`src/rtl/lafe_pkg.sv`:
```
`default_nettype none
package lafe_pkg;

   // action codes
   localparam logic [1:0] ACT_TICK  = 2'd0;
   localparam logic [1:0] ACT_START = 2'd1;
   localparam logic [1:0] ACT_SET   = 2'd2;

   // triangle level range
   localparam int LEVEL_TOP = 100;
   localparam int LVL_MIN   = -128;
   localparam int LVL_MAX   = LEVEL_TOP + 127;
   localparam int LVL_W     = $clog2(LVL_MAX + 1) + 1;
   localparam int STEP_W    = 8;
   localparam int CH_W      = 8;
   localparam int MAG_W     = LVL_W - 1;

   // fade scaling: level * colour / LEVEL_TOP via reciprocal
   localparam int P_W     = MAG_W + CH_W;
   localparam int FADE_SH = P_W + 8;
   localparam logic [FADE_SH-1:0] RECIP = FADE_SH'((64'd1 << FADE_SH) / LEVEL_TOP);
   localparam logic [P_W+7:0] TOP_WIDE = (P_W + 8)'(LEVEL_TOP);

   typedef logic [3:0][CH_W-1:0] color_type;

   typedef struct packed {
      logic [1:0]  action;
      logic [31:0] now_ms;
      logic [7:0]  red;
      logic [7:0]  green;
      logic [7:0]  blue;
      logic [7:0]  white;
      logic        blink_type;
      logic [30:0] duration_ms;
      logic [6:0]  frequency;
   } req_type;

   typedef struct packed {
      logic [7:0] out_red;
      logic [7:0] out_green;
      logic [7:0] out_blue;
      logic [7:0] out_white;
      logic       alert_active;
   } rsp_type;

   // evaluation result handed from the state logic to the fade pipeline
   typedef struct packed {
      logic             direct;
      logic             active;
      color_type        color;
      logic [LVL_W-1:0] level;
   } eval_type;

   typedef struct packed {
      logic      direct;
      logic      active;
      color_type color;
   } fade_ctl_type;

endpackage
`default_nettype wire

```
`src/rtl/lafe_core.sv`:
```
`default_nettype none
module lafe_core (
   input  wire logic              clock,
   input  wire logic              reset,
   input  wire logic              en,
   input  wire lafe_pkg::req_type item,
   output lafe_pkg::eval_type     ev,
   output logic                   has_rsp
);
   import lafe_pkg::*;

   localparam logic signed [LVL_W:0] SAT_LO  = (LVL_W + 1)'(LVL_MIN);
   localparam logic signed [LVL_W:0] SAT_HI  = (LVL_W + 1)'(LVL_MAX);
   localparam logic signed [LVL_W-1:0] LV_ONE = LVL_W'(1);
   localparam logic signed [LVL_W-1:0] LV_TOP = LVL_W'(LEVEL_TOP);

   logic                running_ff, running_in;
   logic [LVL_W-1:0]    level_ff, level_in;
   logic [STEP_W-1:0]   step_ff, step_in;
   logic [31:0]         start_ff, start_in;
   logic [30:0]         dur_ff, dur_in;
   logic                style_ff, style_in;
   color_type           acolor_ff, acolor_in;
   color_type           scolor_ff, scolor_in;

   color_type           req_color;
   logic                is_start;
   logic [31:0]         elapsed;
   logic                ended;
   logic signed [LVL_W:0]   diff;
   logic signed [LVL_W-1:0] lvl_new;
   logic signed [STEP_W-1:0] step_cur, step_new;
   logic                step_pos;

   assign req_color = {item.white, item.blue, item.green, item.red};
   assign is_start  = (item.action == ACT_START);

   always_comb begin
      // values in force for the evaluation (a start loads them first)
      acolor_in = is_start ? req_color : acolor_ff;
      style_in  = is_start ? item.blink_type : style_ff;
      start_in  = is_start ? item.now_ms : start_ff;
      step_cur  = is_start ? $signed({1'b0, item.frequency}) : $signed(step_ff);
      scolor_in = scolor_ff;
      dur_in    = is_start ? item.duration_ms : dur_ff;

      elapsed = item.now_ms - start_in;
      ended   = (elapsed >= {1'b0, dur_in});

      // triangle step with saturation
      diff = $signed({level_ff[LVL_W-1], level_ff}) -
             $signed({{(LVL_W + 1 - STEP_W){step_cur[STEP_W-1]}}, step_cur});
      if (diff < SAT_LO)
         lvl_new = LVL_W'(SAT_LO);
      else if (diff > SAT_HI)
         lvl_new = LVL_W'(SAT_HI);
      else
         lvl_new = diff[LVL_W-1:0];
      step_new = (lvl_new <= LV_ONE || lvl_new >= LV_TOP) ? -step_cur : step_cur;
      step_pos = (step_new > $signed(STEP_W'(0)));

      running_in = running_ff;
      level_in   = level_ff;
      step_in    = step_ff;
      has_rsp    = 1'b0;
      ev.direct  = 1'b1;
      ev.active  = 1'b0;
      ev.color   = scolor_ff;
      ev.level   = level_ff;

      case (item.action)
         ACT_TICK, ACT_START: begin
            if (is_start || running_ff) begin
               has_rsp = 1'b1;
               step_in = step_cur;
               if (ended) begin
                  running_in = 1'b0;
                  level_in   = LVL_W'(LEVEL_TOP);
               end else begin
                  running_in = 1'b1;
                  level_in   = lvl_new;
                  step_in    = step_new;
                  ev.active  = 1'b1;
                  ev.level   = lvl_new;
                  if (style_in) begin
                     ev.color = step_pos ? acolor_in : '0;
                  end else begin
                     ev.direct = 1'b0;
                     ev.color  = acolor_in;
                  end
               end
            end
         end
         ACT_SET: begin
            has_rsp   = 1'b1;
            scolor_in = req_color;
            ev.color  = req_color;
            ev.active = running_ff;
            if (running_ff)
               dur_in = '0;
         end
         default: begin
            // unused code: nothing changes
            acolor_in = acolor_ff;
            style_in  = style_ff;
            start_in  = start_ff;
            dur_in    = dur_ff;
         end
      endcase
   end

   always_ff @(posedge clock) begin
      if (reset) begin
         running_ff <= 1'b0;
         level_ff   <= LVL_W'(LEVEL_TOP);
         step_ff    <= '0;
         start_ff   <= '0;
         dur_ff     <= '0;
         style_ff   <= 1'b0;
         acolor_ff  <= '0;
         scolor_ff  <= '0;
      end else if (en) begin
         running_ff <= running_in;
         level_ff   <= level_in;
         step_ff    <= step_in;
         start_ff   <= start_in;
         dur_ff     <= dur_in;
         style_ff   <= style_in;
         acolor_ff  <= acolor_in;
         scolor_ff  <= scolor_in;
      end
   end

endmodule
`default_nettype wire

```
`src/rtl/lafe_fade.sv`:
```
`default_nettype none
module lafe_fade (
   input  wire logic               clock,
   input  wire logic               reset,
   input  wire logic               adv,
   input  wire logic               in_vld,
   input  wire lafe_pkg::eval_type in_eval,
   output logic                    out_vld,
   output lafe_pkg::rsp_type       out_rsp
);
   import lafe_pkg::*;

   logic                        s2_vld_ff;
   eval_type                    s2_ff;
   logic                        s3_vld_ff;
   fade_ctl_type                s3_ctl_ff;
   logic [3:0][P_W-1:0]         s3_prod_ff, s3_prod_in;
   logic                        s4_vld_ff;
   fade_ctl_type                s4_ctl_ff;
   logic [3:0][P_W-1:0]         s4_prod_ff;
   logic [3:0][P_W-1:0]         s4_quot_ff, s4_quot_in;

   logic [MAG_W-1:0]            mag;
   logic [3:0][P_W+FADE_SH-1:0] scaled;
   logic [3:0][P_W+7:0]         back, rem;
   logic [3:0][P_W-1:0]         fixed;
   color_type                   faded;

   // level magnitude, zero at or below zero
   assign mag = ($signed(s2_ff.level) <= $signed(LVL_W'(0))) ? '0 : s2_ff.level[MAG_W-1:0];

   always_comb begin
      for (int i = 0; i < 4; i++) begin
         s3_prod_in[i] = {{CH_W{1'b0}}, mag} * {{MAG_W{1'b0}}, s2_ff.color[i]};
         scaled[i]     = {{FADE_SH{1'b0}}, s3_prod_ff[i]} * {{P_W{1'b0}}, RECIP};
         s4_quot_in[i] = scaled[i][FADE_SH +: P_W];
         // estimate is at most one low
         back[i]  = {8'd0, s4_quot_ff[i]} * TOP_WIDE;
         rem[i]   = {8'd0, s4_prod_ff[i]} - back[i];
         fixed[i] = s4_quot_ff[i] + P_W'(rem[i] >= TOP_WIDE);
         faded[i] = (fixed[i] > P_W'(255)) ? 8'hff : fixed[i][CH_W-1:0];
      end
   end

   always_ff @(posedge clock) begin
      if (reset) begin
         s2_vld_ff <= 1'b0;
         s3_vld_ff <= 1'b0;
         s4_vld_ff <= 1'b0;
      end else if (adv) begin
         s2_vld_ff <= in_vld;
         s3_vld_ff <= s2_vld_ff;
         s4_vld_ff <= s3_vld_ff;
      end
   end

   always_ff @(posedge clock) begin
      if (adv) begin
         s2_ff            <= in_eval;
         s3_ctl_ff.direct <= s2_ff.direct;
         s3_ctl_ff.active <= s2_ff.active;
         s3_ctl_ff.color  <= s2_ff.color;
         s3_prod_ff       <= s3_prod_in;
         s4_ctl_ff        <= s3_ctl_ff;
         s4_prod_ff       <= s3_prod_ff;
         s4_quot_ff       <= s4_quot_in;
      end
   end

   always_comb begin
      color_type c;
      c = s4_ctl_ff.direct ? s4_ctl_ff.color : faded;
      out_vld              = s4_vld_ff;
      out_rsp.out_red      = c[0];
      out_rsp.out_green    = c[1];
      out_rsp.out_blue     = c[2];
      out_rsp.out_white    = c[3];
      out_rsp.alert_active = s4_ctl_ff.active;
   end

endmodule
`default_nettype wire

```
`src/rtl/led_alert_blink_fade_engine_unit.sv`:
```
`default_nettype none
// channel   | ports                               | moves
// ----------+-------------------------------------+-----------------------------
// request   | req_valid, req_ready, req_data      | one tick, start or set colour
// response  | rsp_valid, rsp_ready, rsp_data      | four drive levels and active
//
// one request per cycle sustained while no response is held; a response
// reaches the response register after its request is taken (input register,
// evaluation, fade product, reciprocal multiply, correction into the register)
// reset clears all alert state and the valid flags
// a held response freezes the whole pipeline; requests are still taken
// while the input register is empty
module led_alert_blink_fade_engine_unit (
   input  wire logic              clock,
   input  wire logic              reset,
   input  wire logic              req_valid,
   output logic                   req_ready,
   input  wire lafe_pkg::req_type req_data,
   output logic                   rsp_valid,
   input  wire logic              rsp_ready,
   output lafe_pkg::rsp_type      rsp_data
);
   import lafe_pkg::*;

   // input register
   logic     s1_vld_ff;
   req_type  s1_ff;

   // response register
   logic     rsp_vld_ff;
   rsp_type  rsp_ff;

   logic     adv;
   eval_type ev;
   logic     has_rsp;
   logic     fade_vld;
   rsp_type  fade_rsp;

   // pipeline moves whenever the response slot is free or being emptied
   assign adv       = !rsp_vld_ff || rsp_ready;
   assign req_ready = adv || !s1_vld_ff;

   always_ff @(posedge clock) begin
      if (reset) begin
         s1_vld_ff <= 1'b0;
      end else if (req_ready) begin
         s1_vld_ff <= req_valid;
      end
   end

   always_ff @(posedge clock) begin
      if (req_ready)
         s1_ff <= req_data;
   end

   // alert state and per-request evaluation
   lafe_core u_core (
      .clock   (clock),
      .reset   (reset),
      .en      (adv && s1_vld_ff),
      .item    (s1_ff),
      .ev      (ev),
      .has_rsp (has_rsp)
   );

   // fade scaling pipeline, direct colours ride alongside
   lafe_fade u_fade (
      .clock   (clock),
      .reset   (reset),
      .adv     (adv),
      .in_vld  (s1_vld_ff && has_rsp),
      .in_eval (ev),
      .out_vld (fade_vld),
      .out_rsp (fade_rsp)
   );

   always_ff @(posedge clock) begin
      if (reset) begin
         rsp_vld_ff <= 1'b0;
      end else if (adv) begin
         rsp_vld_ff <= fade_vld;
      end
   end

   always_ff @(posedge clock) begin
      if (adv)
         rsp_ff <= fade_rsp;
   end

   assign rsp_valid = rsp_vld_ff;
   assign rsp_data  = rsp_ff;

endmodule
`default_nettype wire
```
`config.mk`:
```
export PLATFORM = sky130hd
export DESIGN_NAME = led_alert_blink_fade_engine_unit
export DESIGN_NICKNAME = d
export VERILOG_FILES = /design/src/rtl/lafe_pkg.sv /design/src/rtl/lafe_core.sv /design/src/rtl/lafe_fade.sv /design/src/rtl/led_alert_blink_fade_engine_unit.sv
export SDC_FILE = /design/constraint.sdc
export NUM_CORES = 2
export LEC_CHECK = 0
export BUFFER_PORTS_ARGS = -buffer_cell sky130_fd_sc_hd__buf_2
export CORE_ASPECT_RATIO = 0.6
export CORE_MARGIN = 2
export CORE_UTILIZATION = 40
export CTS_CLUSTER_DIAMETER = 200
export DETAILED_ROUTE_END_ITERATION = 10
export HOLD_SLACK_MARGIN = 0.08
export PLACE_DENSITY = 0.62
export SYNTH_ARGS = -nofsm -noshare
export SYNTH_HDL_FRONTEND = slang
export SYNTH_HIERARCHICAL = 1
export SYNTH_SLANG_ARGS = --single-unit
```
`constraint.sdc`:
```
create_clock -name clock -period 13.24 [get_ports clock]
set_clock_uncertainty 0.1 [all_clocks]
set_input_delay 0.662 -clock clock [delete_from_list [all_inputs] [get_ports clock]]
set_output_delay 0.662 -clock clock [all_outputs]
set_load 0.005 [all_outputs]
```
==> qor.csv <==
metric;value;unit
yosysTopAreaCellShare;22.3;%
wl_met3;7.68;mm
num_rows;106;
num_io_pins;144;
crit_cells;25;
final_cell_mix;ha_1, inv_1, fa_1;
synth_seq_area_share;27.3;%
min_period;8.20;ns
worstSetupStartpoint;s1_ff[103];
rr_worst_depth;25;
ys_seq_elements;560;
r2r_start;s1_ff[103];
r2r_setup_slack;5.04;ns
finalWeightedCongestion;0.866;
slew_violations;0;
drt-met1-wl;69.2;mm
grt_pass1_wl;215;mm
synth_cells;5329;
crit_fanout;64;
drc;0;
synth-edff-count;409;
critical_path_required;13.66;ns
period_share;61.9;%
wl_met2;52.9;mm
die_w;487;um
cts_hold_buffers;99;
cts_buffers;58;
start_util;40.3;%
root_buffer;clkbuf_16;
max_freq;122;MHz
status;completed;
hold_depth;1;
detail-route-antenna-nets;0;
clkSlewWorstSetupHoldPaths;0.07;ns
firstDrtPassIters;5;
async_flop_share;0;%
grt_max_degree;78;
nets;7226;
maxCapViolations;0;
portBuffers;143;
hold_class;primary input to register;
crit_end;u_fade/s2_ff[13];
chipHeight;294;um
antenna_found_initial;6;
synth_area;56000;um2
cp.arrival;8.62;ns
worst_slew_pin_slew;1.18;ns
floorplan.die_area;143000;um2
slowest_delay;0.88;ns
routed_wl;132;mm
crit_family;compound AO/OA/AOI/OAI gates;
synth_ff_type;edfxtp_1;
crit_type;register to register;
grt_overflow;0;
yosys.cell_types.count;96;
wire_per_inst;17.7;um
grt_pass1_vias;38800;
cts_setup_buffers;0;
fin_tns_setup;0;ns
coreArea;139000;um2
area_growth;10.6;%
synth_top_cells_by_area;ha_1, edfxtp_1, fa_1, inv_1, dfxtp_1;
ctsHtreeMaxLevel;2;
max-slew-margin-rel;21.3;%
timing.rr.end;u_fade/s2_ff[13];
synth_fp_nets;7004;
final_common_cell;ha_1;
critPathSlowestCell;buf_4;
clk_latency;0.70;ns
rsz0062_at_grt;false;
dr.max_layer_used;met5;
clock_sinks;560;
post_cts_resized;0;
yosys.area.top_type;ha_1;
finalHoldViolCount;0;
critPathCaptureType;register;
drt_iter0_drc;2578;
vias;37900;
setup.worst_path.start_class;register;
dpl.hpwl;103;mm
cts_buffer_depth;3;
grt_usage;18.8;%
layout-drive-gt1-share;5.70;%
cts_tree;yes;
cp.buffers_inverters;3;
postSynthAreaPerCell;10.5;um2
vias_per_cell;5.10;
setup_viol;0;
yosysWarnings;6;
[synthesized netlist by cell type, types with 7 or more instances]
cell type     n
a2111oi_0     8
a211o_1       8
a211oi_1     24
a21boi_0     16
a21o_1       51
a21oi_1     306
a221o_1      33
a31oi_1      23
and2_1      149
and3_1       50
buf_2         8
clkbuf_1     88
dfxtp_1     151
edfxtp_1    409
fa_1        565
ha_1       1001
inv_1       875
mux2i_1      77
nand2_1     442
nand2b_1     29
nand3_1      52
nand4_1      26
nor2_1      203
nor2b_1      77
nor3_1       69
nor4_1       13
o2111ai_1    13
o211ai_1     20
o21a_1       39
o21ai_0     109
o21bai_1     23
o22ai_1      10
o31a_1        7
o31ai_1      16
or2_2        13
or3_1        16
xnor2_1     136
xor2_1       61
[worst min-delay path by stage]
stage	startpoint	endpoint	slack, ns
5_1_grt	req_data[48]	s1_ff[48]	0.10
2_1_floorplan	u_fade/s3_ctl_ff[32]	u_fade/out_rsp[0]	0.30
3_5_place_dp	u_fade/s3_ctl_ff[24]	u_fade/s4_ctl_ff[24]	0.30
4_1_cts	req_valid	s1_vld_ff	0.08
3_3_place_gp	u_fade/s3_ctl_ff[33]	u_fade/s4_ctl_ff[33]	0.30
6_report	req_data[48]	s1_ff[48]	0.13
[cell type report]
class,count,area (um2)
Antenna cell,1,2.50
Clock buffer,68,1570
Clock inverter,42,512
Fill cell,12900,77200
Inverter,875,3280
Multi-Input combinational cell,3789,37100
Sequential cell,560,15300
Tap cell,1836,2300
Timing Repair Buffer,267,1900
[routing by layer]
layer	vias to the layer above	track usage, %
li1	18500	-
met1	18500	30.0
met2	855	26.6
met3	108	3.17
met4	2	3.03
met5	-	0
[sequential cells by signal (all words and copies together) (netlist names), 8 cells and up]
register           count
u_fade/s4_quot_ff     40
u_fade/s4_prod_ff     56
u_core/acolor_ff      32
u_fade/s3_ctl_ff      34
u_fade/s2_ff          43
u_core/dur_ff         31
u_core/start_ff       32
u_core/level_ff        9
u_fade/s4_ctl_ff      33
u_core/scolor_ff      32
u_fade/s3_prod_ff     64
rsp_data              33
s1_ff                105
u_core/step_ff         8
[worst register-to-register path: stages (launching register included)]
cell      delay (ns)
edfxtp_1        0.74
nor2b_4         0.45
buf_4           0.88
mux2i_1         0.34
ha_1            0.33
a21o_1          0.21
a21o_1          0.17
a21o_1          0.17
a21oi_1         0.19
o21ai_0         0.20
o31ai_1         0.43
o21bai_1        0.28
a311o_1         0.37
a21oi_1         0.18
xnor2_1         0.09
ha_1            0.21
or3_1           0.37
a221oi_1        0.22
o31ai_1         0.12
o22ai_1         0.32
nand4_1         0.14
buf_4           0.32
or3_1           0.42
o41ai_4         0.07
buf_4           0.42
a221o_1         0.26
[cell families (layout without fill, tap and decap cells)]
family	after synthesis	in the layout	synth area share [%]
AOI/OAI and AO/OA	769	769	8.81
and+or+nand+nor	1172	1172	10.1
buffers and inverters	980	1252	6.63
DFF	560	560	27.3
adders and majority gates	1568	1568	42.6
xor gates and xnor gates	198	198	3.12
muxes	82	82	1.48
other	0	1	0
[through the flow]
stage               hold WS (ns)  setup WS (ns)  instance area [um2]  utilization, %  cells
floorplan                  0.300           5.82                56000               -   5329
global placement           0.303           5.43                58900            42.3   7228
detailed placement         0.305           5.24                58900            42.3   7228
CTS                       0.0813           5.10                62000            44.5   7437
global route               0.101           4.53                62000            44.5   7438
finish                     0.134           5.04                62000            44.5   7438
Power is left out: the tool's default activity adds up to more than one toggle a clock period on the data nets, which glitch-free logic cannot reach.
